## src/hw/rtl/totp_pkg.sv

```systemverilog
// ----------------------------------------------------------------------------
// totp_pkg
// Shared types, constants and helpers for the TOTP code generator.
// ----------------------------------------------------------------------------
package totp_pkg;

  // configuration register indexes
  localparam logic [2:0] RegKeyLow  = 3'd0;
  localparam logic [2:0] RegKeyMid  = 3'd1;
  localparam logic [2:0] RegKeyHigh = 3'd2;
  localparam logic [2:0] RegKeyLen  = 3'd3;
  localparam logic [2:0] RegDigits  = 3'd4;
  localparam logic [2:0] RegStep    = 3'd5;

  localparam logic [7:0] IpadByte = 8'h36;
  localparam logic [7:0] OpadByte = 8'h5C;

  // controller states
  typedef enum logic [3:0] {
    StIdle,
    StDiv,
    StLoad,
    StRound,
    StAdd,
    StTrunc,
    StMod,
    StOut
  } state_e;

  // block select for the message word source
  typedef enum logic [1:0] {
    BlkInnerKey,
    BlkInnerMsg,
    BlkOuterKey,
    BlkOuterMsg
  } blk_e;

  // controller to datapath commands
  typedef struct packed {
    logic   start;      // latch request, begin division
    logic   div_step;   // one restoring division step
    logic   init_chain; // load SHA-1 initial chain value
    logic   load_work;  // copy chain into working vars
    logic   round;      // one SHA-1 round
    logic   add_chain;  // fold working vars into chain
    logic   save_inner; // keep inner digest
    logic   trunc;      // dynamic truncation
    logic   mod_step;   // one step of the decimal reduction
    blk_e   blk;
    logic [6:0] rnd;
  } cmd_t;

  typedef struct packed {
    logic div_done;
    logic mod_done;
  } stat_t;

  function automatic logic [31:0] rotl(input logic [31:0] x, input logic [4:0] n);
    logic [63:0] d;
    d = {x, x} << n;
    rotl = d[63:32];
  endfunction

  function automatic logic [29:0] dec_pow(input logic [3:0] n);
    case (n)
      4'd0: dec_pow = 30'd1;
      4'd1: dec_pow = 30'd10;
      4'd2: dec_pow = 30'd100;
      4'd3: dec_pow = 30'd1000;
      4'd4: dec_pow = 30'd10000;
      4'd5: dec_pow = 30'd100000;
      4'd6: dec_pow = 30'd1000000;
      4'd7: dec_pow = 30'd10000000;
      4'd8: dec_pow = 30'd100000000;
      default: dec_pow = 30'd1000000000;
    endcase
  endfunction

endpackage

```

## src/hw/rtl/totp_code_generator.sv

```systemverilog
// ----------------------------------------------------------------------------
// totp_code_generator
// HMAC-SHA1 time-based one-time password engine.
// ----------------------------------------------------------------------------
// Usage:
//   s_axis carries one item: tdata[63:0] = unix_time.
//   m_axis returns one item per request:
//     tdata[29:0] = otp_code, tdata[45:30] = seconds_left, rest zero.
//   cfg_* writes registers 0..5 (key low/mid/high, key length, digits, step);
//   write only while no request is in flight.
// Sequence: division (64 quotient bits and a done check), four
//   compressions (load, 80 rounds, chain add each), one truncation step
//   and the reduction (31 bits and a done check). One request at a time,
//   set by the single shared SHA-1 round unit and the bit-serial dividers;
//   a new item is taken only after the last result has been accepted.
// Reset: registers return to zero key, 6 digits, 30 s step; idle, ready.
// Stall: the result holds on m_axis until tready; no new item is taken
//   meanwhile.
// ----------------------------------------------------------------------------
module totp_code_generator import totp_pkg::*; (
  input  logic        clk_i,
  input  logic        rst_ni,
  input  logic        s_axis_tvalid,
  output logic        s_axis_tready,
  input  logic [63:0] s_axis_tdata,   // [63:0] unix_time
  output logic        m_axis_tvalid,
  input  logic        m_axis_tready,
  output logic [47:0] m_axis_tdata,   // [29:0] otp_code, [45:30] seconds_left
  input  logic        cfg_valid_i,
  output logic        cfg_ready_o,
  input  logic [2:0]  cfg_index_i,
  input  logic [63:0] cfg_data_i
);

  logic [63:0] key_low_q, key_mid_q;
  logic [31:0] key_high_q;
  logic [4:0]  key_len_q;
  logic [3:0]  digits_q;
  logic [15:0] step_q;

  // configuration registers
  assign cfg_ready_o = 1'b1;
  always_ff @(posedge clk_i or negedge rst_ni) begin
    if (!rst_ni) begin
      key_low_q  <= '0;
      key_mid_q  <= '0;
      key_high_q <= '0;
      key_len_q  <= '0;
      digits_q   <= 4'd6;
      step_q     <= 16'd30;
    end else if (cfg_valid_i) begin
      unique case (cfg_index_i)
        RegKeyLow:  key_low_q  <= cfg_data_i;
        RegKeyMid:  key_mid_q  <= cfg_data_i;
        RegKeyHigh: key_high_q <= cfg_data_i[31:0];
        RegKeyLen:  key_len_q  <= cfg_data_i[4:0];
        RegDigits:  digits_q   <= cfg_data_i[3:0];
        RegStep:    step_q     <= cfg_data_i[15:0];
        default: ;
      endcase
    end
  end

  // key masked to its length, digit count and step saturated
  logic [159:0] key_raw, key_mask, key_eff;
  logic [4:0]   klen;
  logic [3:0]   nd;
  logic [15:0]  step_eff;

  assign key_raw  = {key_low_q, key_mid_q, key_high_q};
  assign klen     = (key_len_q > 5'd20) ? 5'd20 : key_len_q;
  always_comb begin
    for (int i = 0; i < 20; i++)
      key_mask[159 - 8*i -: 8] = (5'(i) < klen) ? 8'hFF : 8'h00;
  end
  assign key_eff  = key_raw & key_mask;
  assign nd       = (digits_q > 4'd9) ? 4'd9 : digits_q;
  assign step_eff = (step_q == 16'd0) ? 16'd1 : step_q;

  cmd_t  cmd;
  stat_t stat;
  logic [29:0] otp_code;
  logic [15:0] seconds_left;

  totp_ctrl u_ctrl (
    .clk_i       (clk_i),
    .rst_ni      (rst_ni),
    .in_valid_i  (s_axis_tvalid),
    .in_ready_o  (s_axis_tready),
    .out_valid_o (m_axis_tvalid),
    .out_ready_i (m_axis_tready),
    .stat_i      (stat),
    .cmd_o       (cmd)
  );

  totp_dpath u_dpath (
    .clk_i          (clk_i),
    .rst_ni         (rst_ni),
    .cmd_i          (cmd),
    .stat_o         (stat),
    .unix_time_i    (s_axis_tdata),
    .key_i          (key_eff),
    .digits_i       (nd),
    .step_i         (step_eff),
    .otp_code_o     (otp_code),
    .seconds_left_o (seconds_left)
  );

  assign m_axis_tdata = {2'b00, seconds_left, otp_code};

endmodule

```

## src/hw/rtl/totp_ctrl.sv

```systemverilog
// ----------------------------------------------------------------------------
// totp_ctrl
// Sequencer: division, four SHA-1 compressions, truncation, reduction.
// ----------------------------------------------------------------------------
module totp_ctrl import totp_pkg::*; (
  input  logic  clk_i,
  input  logic  rst_ni,
  input  logic  in_valid_i,
  output logic  in_ready_o,
  output logic  out_valid_o,
  input  logic  out_ready_i,
  input  stat_t stat_i,
  output cmd_t  cmd_o
);

  state_e     state_q, state_d;
  blk_e       blk_q, blk_d;
  logic [6:0] rnd_q, rnd_d;

  // next state
  always_comb begin
    state_d = state_q;
    blk_d   = blk_q;
    rnd_d   = rnd_q;
    unique case (state_q)
      StIdle: if (in_valid_i) begin
        state_d = StDiv;
        blk_d   = BlkInnerKey;
      end
      StDiv: if (stat_i.div_done) state_d = StLoad;
      StLoad: begin
        state_d = StRound;
        rnd_d   = 7'd0;
      end
      StRound: begin
        rnd_d = rnd_q + 7'd1;
        if (rnd_q == 7'd79) state_d = StAdd;
      end
      StAdd: begin
        if (blk_q == BlkOuterMsg) state_d = StTrunc;
        else begin
          state_d = StLoad;
          blk_d   = blk_e'(blk_q + 2'd1);
        end
      end
      StTrunc: state_d = StMod;
      StMod: if (stat_i.mod_done) state_d = StOut;
      StOut: if (out_ready_i) state_d = StIdle;
      default: state_d = StIdle;
    endcase
  end

  // command outputs
  always_comb begin
    cmd_o       = '0;
    cmd_o.blk   = blk_q;
    cmd_o.rnd   = rnd_q;
    in_ready_o  = 1'b0;
    out_valid_o = 1'b0;
    unique case (state_q)
      StIdle: begin
        in_ready_o       = 1'b1;
        cmd_o.start      = in_valid_i;
        cmd_o.init_chain = in_valid_i;
      end
      StDiv:   cmd_o.div_step = 1'b1;
      StLoad: begin
        cmd_o.load_work  = 1'b1;
        cmd_o.init_chain = (blk_q == BlkOuterKey);
      end
      StRound: cmd_o.round = 1'b1;
      StAdd: begin
        cmd_o.add_chain  = 1'b1;
        cmd_o.save_inner = (blk_q == BlkInnerMsg);
      end
      StTrunc: cmd_o.trunc    = 1'b1;
      StMod:   cmd_o.mod_step = 1'b1;
      StOut:   out_valid_o    = 1'b1;
      default: ;
    endcase
  end

  always_ff @(posedge clk_i or negedge rst_ni) begin
    if (!rst_ni) begin
      state_q <= StIdle;
      blk_q   <= BlkInnerKey;
      rnd_q   <= '0;
    end else begin
      state_q <= state_d;
      blk_q   <= blk_d;
      rnd_q   <= rnd_d;
    end
  end

endmodule

```

## src/hw/rtl/totp_dpath.sv

```systemverilog
// ----------------------------------------------------------------------------
// totp_dpath
// Datapath: serial divider, one SHA-1 round unit, truncation, serial modulo.
// ----------------------------------------------------------------------------
module totp_dpath import totp_pkg::*; (
  input  logic         clk_i,
  input  logic         rst_ni,
  input  cmd_t         cmd_i,
  output stat_t        stat_o,
  input  logic [63:0]  unix_time_i,
  input  logic [159:0] key_i,       // masked key, byte 0 in top bits
  input  logic [3:0]   digits_i,    // saturated to 9
  input  logic [15:0]  step_i,      // nonzero
  output logic [29:0]  otp_code_o,
  output logic [15:0]  seconds_left_o
);

  // restoring division of unix_time by step, one quotient bit a cycle
  logic [63:0] quo_q, quo_d;
  logic [16:0] rem_q, rem_d;
  logic [6:0]  dcnt_q, dcnt_d;
  logic [16:0] rem_sh;

  always_comb begin
    quo_d  = quo_q;
    rem_d  = rem_q;
    dcnt_d = dcnt_q;
    rem_sh = {rem_q[15:0], quo_q[63]};
    if (cmd_i.start) begin
      quo_d  = unix_time_i;
      rem_d  = '0;
      dcnt_d = '0;
    end else if (cmd_i.div_step && dcnt_q != 7'd64) begin
      dcnt_d = dcnt_q + 7'd1;
      if (rem_sh >= {1'b0, step_i}) begin
        rem_d = rem_sh - {1'b0, step_i};
        quo_d = {quo_q[62:0], 1'b1};
      end else begin
        rem_d = rem_sh;
        quo_d = {quo_q[62:0], 1'b0};
      end
    end
  end
  assign stat_o.div_done = (dcnt_q == 7'd64);

  always_ff @(posedge clk_i or negedge rst_ni) begin
    if (!rst_ni) dcnt_q <= '0;
    else         dcnt_q <= dcnt_d;
  end
  always_ff @(posedge clk_i) begin
    quo_q <= quo_d;
    rem_q <= rem_d;
  end

  // message word for rounds 0..15
  logic [31:0]  inner_q [5];
  logic [159:0] inner_flat;
  logic [511:0] blk_words;
  logic [511:0] pad_key;
  logic [7:0]   pad_byte;

  assign inner_flat = {inner_q[0], inner_q[1], inner_q[2], inner_q[3], inner_q[4]};
  assign pad_byte   = (cmd_i.blk == BlkInnerKey) ? IpadByte : OpadByte;
  assign pad_key    = {key_i, 352'd0} ^ {64{pad_byte}};

  always_comb begin
    case (cmd_i.blk)
      BlkInnerKey, BlkOuterKey: blk_words = pad_key;
      BlkInnerMsg: blk_words = {quo_q, 8'h80, 424'd0, 16'h0240};
      default:     blk_words = {inner_flat, 8'h80, 328'd0, 16'h02A0};
    endcase
  end

  // schedule window, a 16-word shift line
  logic [31:0] win_q [16];
  logic [31:0] w_cur;
  logic [3:0]  widx;

  assign widx  = cmd_i.rnd[3:0];
  assign w_cur = (cmd_i.rnd < 7'd16) ? blk_words[511 - 32*widx -: 32]
               : rotl(win_q[13] ^ win_q[8] ^ win_q[2] ^ win_q[0], 5'd1);

  always_ff @(posedge clk_i) begin
    if (cmd_i.round) begin
      for (int i = 0; i < 15; i++) win_q[i] <= win_q[i+1];
      win_q[15] <= w_cur;
    end
  end

  // SHA-1 round unit
  logic [31:0] wv_q [5];
  logic [31:0] cv_q [5];
  logic [31:0] f, k, tmp;

  always_comb begin
    if (cmd_i.rnd < 7'd20) begin
      f = (wv_q[1] & wv_q[2]) | (~wv_q[1] & wv_q[3]);
      k = 32'h5A827999;
    end else if (cmd_i.rnd < 7'd40) begin
      f = wv_q[1] ^ wv_q[2] ^ wv_q[3];
      k = 32'h6ED9EBA1;
    end else if (cmd_i.rnd < 7'd60) begin
      f = (wv_q[1] & wv_q[2]) | (wv_q[1] & wv_q[3]) | (wv_q[2] & wv_q[3]);
      k = 32'h8F1BBCDC;
    end else begin
      f = wv_q[1] ^ wv_q[2] ^ wv_q[3];
      k = 32'hCA62C1D6;
    end
    tmp = rotl(wv_q[0], 5'd5) + f + wv_q[4] + k + w_cur;
  end

  always_ff @(posedge clk_i or negedge rst_ni) begin
    if (!rst_ni) begin
      for (int i = 0; i < 5; i++) begin
        wv_q[i] <= '0;
        cv_q[i] <= '0;
      end
    end else begin
      if (cmd_i.load_work) begin
        for (int i = 0; i < 5; i++) wv_q[i] <= cmd_i.init_chain ? 32'd0 : cv_q[i];
        if (cmd_i.init_chain) begin
          wv_q[0] <= 32'h67452301; wv_q[1] <= 32'hEFCDAB89; wv_q[2] <= 32'h98BADCFE;
          wv_q[3] <= 32'h10325476; wv_q[4] <= 32'hC3D2E1F0;
        end
      end else if (cmd_i.round) begin
        wv_q[4] <= wv_q[3];
        wv_q[3] <= wv_q[2];
        wv_q[2] <= rotl(wv_q[1], 5'd30);
        wv_q[1] <= wv_q[0];
        wv_q[0] <= tmp;
      end
      if (cmd_i.init_chain) begin
        cv_q[0] <= 32'h67452301; cv_q[1] <= 32'hEFCDAB89; cv_q[2] <= 32'h98BADCFE;
        cv_q[3] <= 32'h10325476; cv_q[4] <= 32'hC3D2E1F0;
      end else if (cmd_i.add_chain) begin
        for (int i = 0; i < 5; i++) cv_q[i] <= cv_q[i] + wv_q[i];
      end
    end
  end

  // inner digest store; the chain takes the sum only in the cycle after,
  // so capture the sum directly
  always_ff @(posedge clk_i) begin
    if (cmd_i.save_inner)
      for (int i = 0; i < 5; i++) inner_q[i] <= cv_q[i] + wv_q[i];
  end

  // dynamic truncation
  logic [159:0] dig;
  logic [3:0]   off;
  logic [31:0]  sel;
  assign dig = {cv_q[0], cv_q[1], cv_q[2], cv_q[3], cv_q[4]};
  assign off = dig[3:0];
  assign sel = dig[159 - 8*off -: 32];

  // modulo by 10^digits: restoring, one bit a cycle over 31 bits
  logic [30:0] mq_q, mq_d;
  logic [30:0] mr_q, mr_d;
  logic [5:0]  mcnt_q, mcnt_d;
  logic [30:0] mr_sh;
  logic [30:0] modv;

  assign modv  = {1'b0, dec_pow(digits_i)};
  assign mr_sh = {mr_q[29:0], mq_q[30]};

  always_comb begin
    mq_d   = mq_q;
    mr_d   = mr_q;
    mcnt_d = mcnt_q;
    if (cmd_i.trunc) begin
      mq_d   = sel[30:0];
      mr_d   = '0;
      mcnt_d = '0;
    end else if (cmd_i.mod_step && mcnt_q != 6'd31) begin
      mcnt_d = mcnt_q + 6'd1;
      mq_d   = {mq_q[29:0], 1'b0};
      mr_d   = (mr_sh >= modv) ? mr_sh - modv : mr_sh;
    end
  end
  assign stat_o.mod_done = (mcnt_q == 6'd31);

  always_ff @(posedge clk_i or negedge rst_ni) begin
    if (!rst_ni) mcnt_q <= '0;
    else         mcnt_q <= mcnt_d;
  end
  always_ff @(posedge clk_i) begin
    mq_q <= mq_d;
    mr_q <= mr_d;
  end

  assign otp_code_o     = mr_q[29:0];
  assign seconds_left_o = step_i - rem_q[15:0];

endmodule

```

## config.mk

```make
export PLATFORM = sky130hd
export DESIGN_NAME = totp_code_generator
export DESIGN_NICKNAME = d
export VERILOG_FILES = /design/src/hw/rtl/totp_pkg.sv /design/src/hw/rtl/totp_code_generator.sv /design/src/hw/rtl/totp_ctrl.sv /design/src/hw/rtl/totp_dpath.sv
export SDC_FILE = /design/constraint.sdc
export NUM_CORES = 2
export LEC_CHECK = 0
export BUFFER_PORTS_ARGS = -buffer_cell sky130_fd_sc_hd__buf_2
export CORE_ASPECT_RATIO = 0.9
export CORE_MARGIN = 4
export CORE_UTILIZATION = 25
export CTS_BUF_LIST = sky130_fd_sc_hd__clkbuf_16
export DETAILED_ROUTE_END_ITERATION = 8
export HOLD_SLACK_MARGIN = 0.15
export PLACE_DENSITY = 0.46
export REMOVE_ABC_BUFFERS = 1
export SYNTH_ARGS = -nofsm -noshare
export SYNTH_HDL_FRONTEND = slang
export SYNTH_SLANG_ARGS = --single-unit
```

## constraint.sdc

```tcl
create_clock -name clk_i -period 15.5 [get_ports clk_i]
set_input_delay 3.1 -clock clk_i [delete_from_list [all_inputs] [get_ports clk_i]]
set_output_delay 3.1 -clock clk_i [all_outputs]
set_load 0.05 [all_outputs]
```

==> flow_summary.toml <==
[critical_path]
ff2ff_path_depth = 28
cp_top_family = "compound AO/OA/AOI/OAI gates"
worstPathCellList = "nor4_1 > a41o_1 > inv_1 > ha_1 > fa_1 > nor2b_1 > o21ai_0 > a21boi_0 > o21ai_0 > a21boi_0 > o21ai_0 > a21oi_1 > o41a_1 > a21oi_1 > o21bai_1 > xor2_1 > buf_2"
critical_path.reg2reg.endpoint = "u_dpath.wv_q[157]"
timing.reg2reg.setup_slack_ns = 7.87
end_kind = "output port"
timing.critical_path.slowest_stage_cell = "nor4_1"
path_common_cell = "o21ai_0"
critical_path.reg2reg.startpoint = "u_ctrl.rnd_q[2]"
cp.buffers_inverters = 2
worst-endpoint-required_ns = 12.40
critPathMaxFanout = 4
worst_ep_arrival_time_ns = 4.97
worstSetupPathType = "flip-flop to output port"
critPathLaunchType = "flip-flop"
largest_stage_delay_on_the_critical_path_ns = 0.47

[timing]
final_max_slew_viol_count = 0
final.setup.tns_ns = 0
achievable_clock_frequency_mhz = 124
period_minus_slack_ns = 8.07
fin_crit_sh_pct = 52.1
worst_slew_pin_slew_ns = 1.24
timing_hold_violations_final = 0
slew_headroom_pct = 16.2
report.final.setup_viol = 0
grt_setup_unrepaired = "false"
post_route_worst_hold_slack_ns = 0.395
finalClockSkew_ns = 0.0670

[layout]
finalNetCount = 7386
fraction_of_the_core_area_covered_by_cells_at_the_end_of_the_flow_pct = 28.7
filler_cell_count = 30000
drive_gt1_share_pct = 12.5
growth_of_design_area_from_synthesis_to_finish_pct = 14.5
post-route-cell-area_um2 = 83700

[cts]
clk_pin_slew_worst_paths_ns = 0.06
cts_buffer_count = 159
cts_h_tree_lvls = 4
clock_sinks = 1343
cts_setup_buffers = 0
clock_latency_ns = 0.85
clock_tree.root_cell = "clkbuf_16"
cts_resized = 0
cts.path.max_buffers = 3
tritoncts = "done"
hold_buffer_count_at_cts = 0

[logic_synthesis]
postSynth.topFlopCell = "edfxtp_1"
synth-warning-count = 0
postSynth.asyncResetShare_pct = 39.5
synthesis.area_um2 = 73100
postSynthAreaPerCell_um2 = 10.8
postSynthRegisterBits = 1343
syn-instance-count = 6773
yosysSeqAreaShare_pct = 50.9
yosys.cell_types.count = 89
post_synth_edffs = 767

[detailed_routing]
post_drt_via_cell_ratio = 5.20
drt_drc_violations_left = 0
vias = 56600
drt_first_iter_violations = 6961
route.final.wire_length_mm = 299
first_pass_iteration_count_of_the_detailed_router = 6
routedWlPerCell_um = 27.5
antenna_left = 0

[die]
ioPinCount = 187
start_util_pct = 25.1
rows = 188
die_h_um = 521
dieArea_um2 = 301000
area_of_the_placeable_core_um2 = 291000
floorplan.die.width_um = 578

[job]
max_cap_violations = 0

[global_route]
groute.usage.overall_pct = 19.3
grt-ovfl-total = 0
grt_pass1_wl_mm = 420
grt_antenna_before_repair = 33
grt_pass1_vias = 53600
maximum_number_of_pins_on_one_net_before_global_route_repair = 191

[worst_hold_path]
hold_path_startpoint = "u_dpath.win_q[0][229]"
hold_path_end = "u_dpath.win_q[0][197]"
hold_path.class = "flip-flop to flip-flop"
cell_depth_of_the_worst_hold_path = 0

[placement]
postPlaceCellArea_um2 = 78500
place_hpwl_mm = 223
gp_congestion = 0.956
port_buffers = 183

[outcome]
status = "completed"
-- cell families after synthesis --
kind of cell / share of synthesized area, %
multiplexers: 6.83
flip-flops: 50.9
AND/OR/NAND/NOR: 10.7
adder cells (fa/ha/maj): 8.52
buffers and inverters: 3.21
other: 0.0103
XOR/XNOR: 4.21
AO/OA/AOI/OAI: 15.7
-- Yosys cell counts, drive strengths merged, types with 48 or more instances --
master | instances | share of area [%]
nand2 | 843 | 4.3
edfxtp | 767 | 31
a21oi | 543 | 3.7
dfrtp | 524 | 18
nor2 | 497 | 2.6
o21ai | 406 | 2.8
clkbuf | 316 | 1.6
ha | 295 | 5.0
mux2 | 229 | 3.5
inv | 226 | 1.2
xnor2 | 209 | 2.5
nand3 | 152 | 1.0
xor2 | 143 | 1.7
mux2i | 138 | 1.9
fa | 127 | 3.5
a21o | 106 | 1.1
a31oi | 105 | 0.90
a211oi | 79 | 0.81
buf | 75 | 0.41
nor2b | 68 | 0.58
nor3 | 60 | 0.41
o22ai | 54 | 0.46
a221oi | 53 | 0.64
a22oi | 53 | 0.54
nand2b | 53 | 0.45
o211ai | 48 | 0.49
-- how the worst max path moves through the flow --
stage | slack [ns] | depth (start not counted) | endpoint | startpoint
after floorplan | 1.36 | 2 | u_dpath.inner_q[0][0] | u_ctrl.state_q[0]
after global placement | 8.11 | 28 | u_dpath.wv_q[157] | u_ctrl.rnd_q[2]
after detailed placement | 8.01 | 28 | u_dpath.wv_q[155] | u_ctrl.blk_q[0]
after CTS | 7.49 | 17 | m_axis_tdata[44] | step_q[8]
after global routing | 7.17 | 17 | m_axis_tdata[44] | step_q[8]
final | 7.43 | 17 | m_axis_tdata[44] | step_q[8]
-- flip-flops by register name (all words and copies together) (netlist names), 31 cells and up --
name	cells
key_low_q	64
u_dpath.inner_q	160
u_dpath.quo_q	64
key_high_q	32
u_dpath.wv_q	160
u_dpath.mq_q	31
u_dpath.win_q	512
key_mid_q	64
u_dpath.cv_q	160
-- per-layer routing --
metal	vias to the layer above	track usage [%]	wire length, um
li1	24900	-	-
met5	-	0	27
met4	4	6.35	10700
met3	413	3.42	23900
met1	28800	29.1	141000
met2	2445	27.5	124000
-- layout by cell type (no fill, tap or decap), drive strengths merged, types with 30 or more instances in the layout --
cell      n
a21o    106
clkinv   83
nor2b    68
xnor2   209
buf     284
nor3     60
mux2i   138
and3     30
xor2    143
nand2   843
a22oi    53
mux4     46
inv     259
ha      295
a21oi   543
a221oi   53
nand2b   53
fa      127
mux2    229
nand3   152
o211ai   48
edfxtp  767
clkbuf  163
o221ai   47
o21a     43
o22ai    54
dfrtp   524
a31oi   105
a211oi   79
o21ai   406
nor2    497
dfxtp    46
-- layout make-up --
| class | instances | area (um^2) | area share (%) |
|---|---|---|---|
| Sequential cell | 1343 | 37200 | 44.5 |
| Clock inverter | 136 | 1140 | 1.36 |
| Inverter | 228 | 865 | 1.03 |
| Timing Repair Buffer | 284 | 1750 | 2.09 |
| Antenna cell | 16 | 40.0 | 0.0478 |
| Tap cell | 3895 | 4870 | 5.82 |
| Multi-Input combinational cell | 4812 | 33800 | 40.3 |
| Clock buffer | 163 | 4080 | 4.87 |
-- stage by stage --
step	worst slack [ns]	std cells
final	7.43	10900
after global routing	7.17	10900
after CTS	7.49	10900
after detailed placement	8.01	10600
after global placement	8.11	10600
after floorplan	1.36	6383
Power is not shown: default switching activity piles up to over one toggle a cycle in this logic, so the estimate is an artifact.
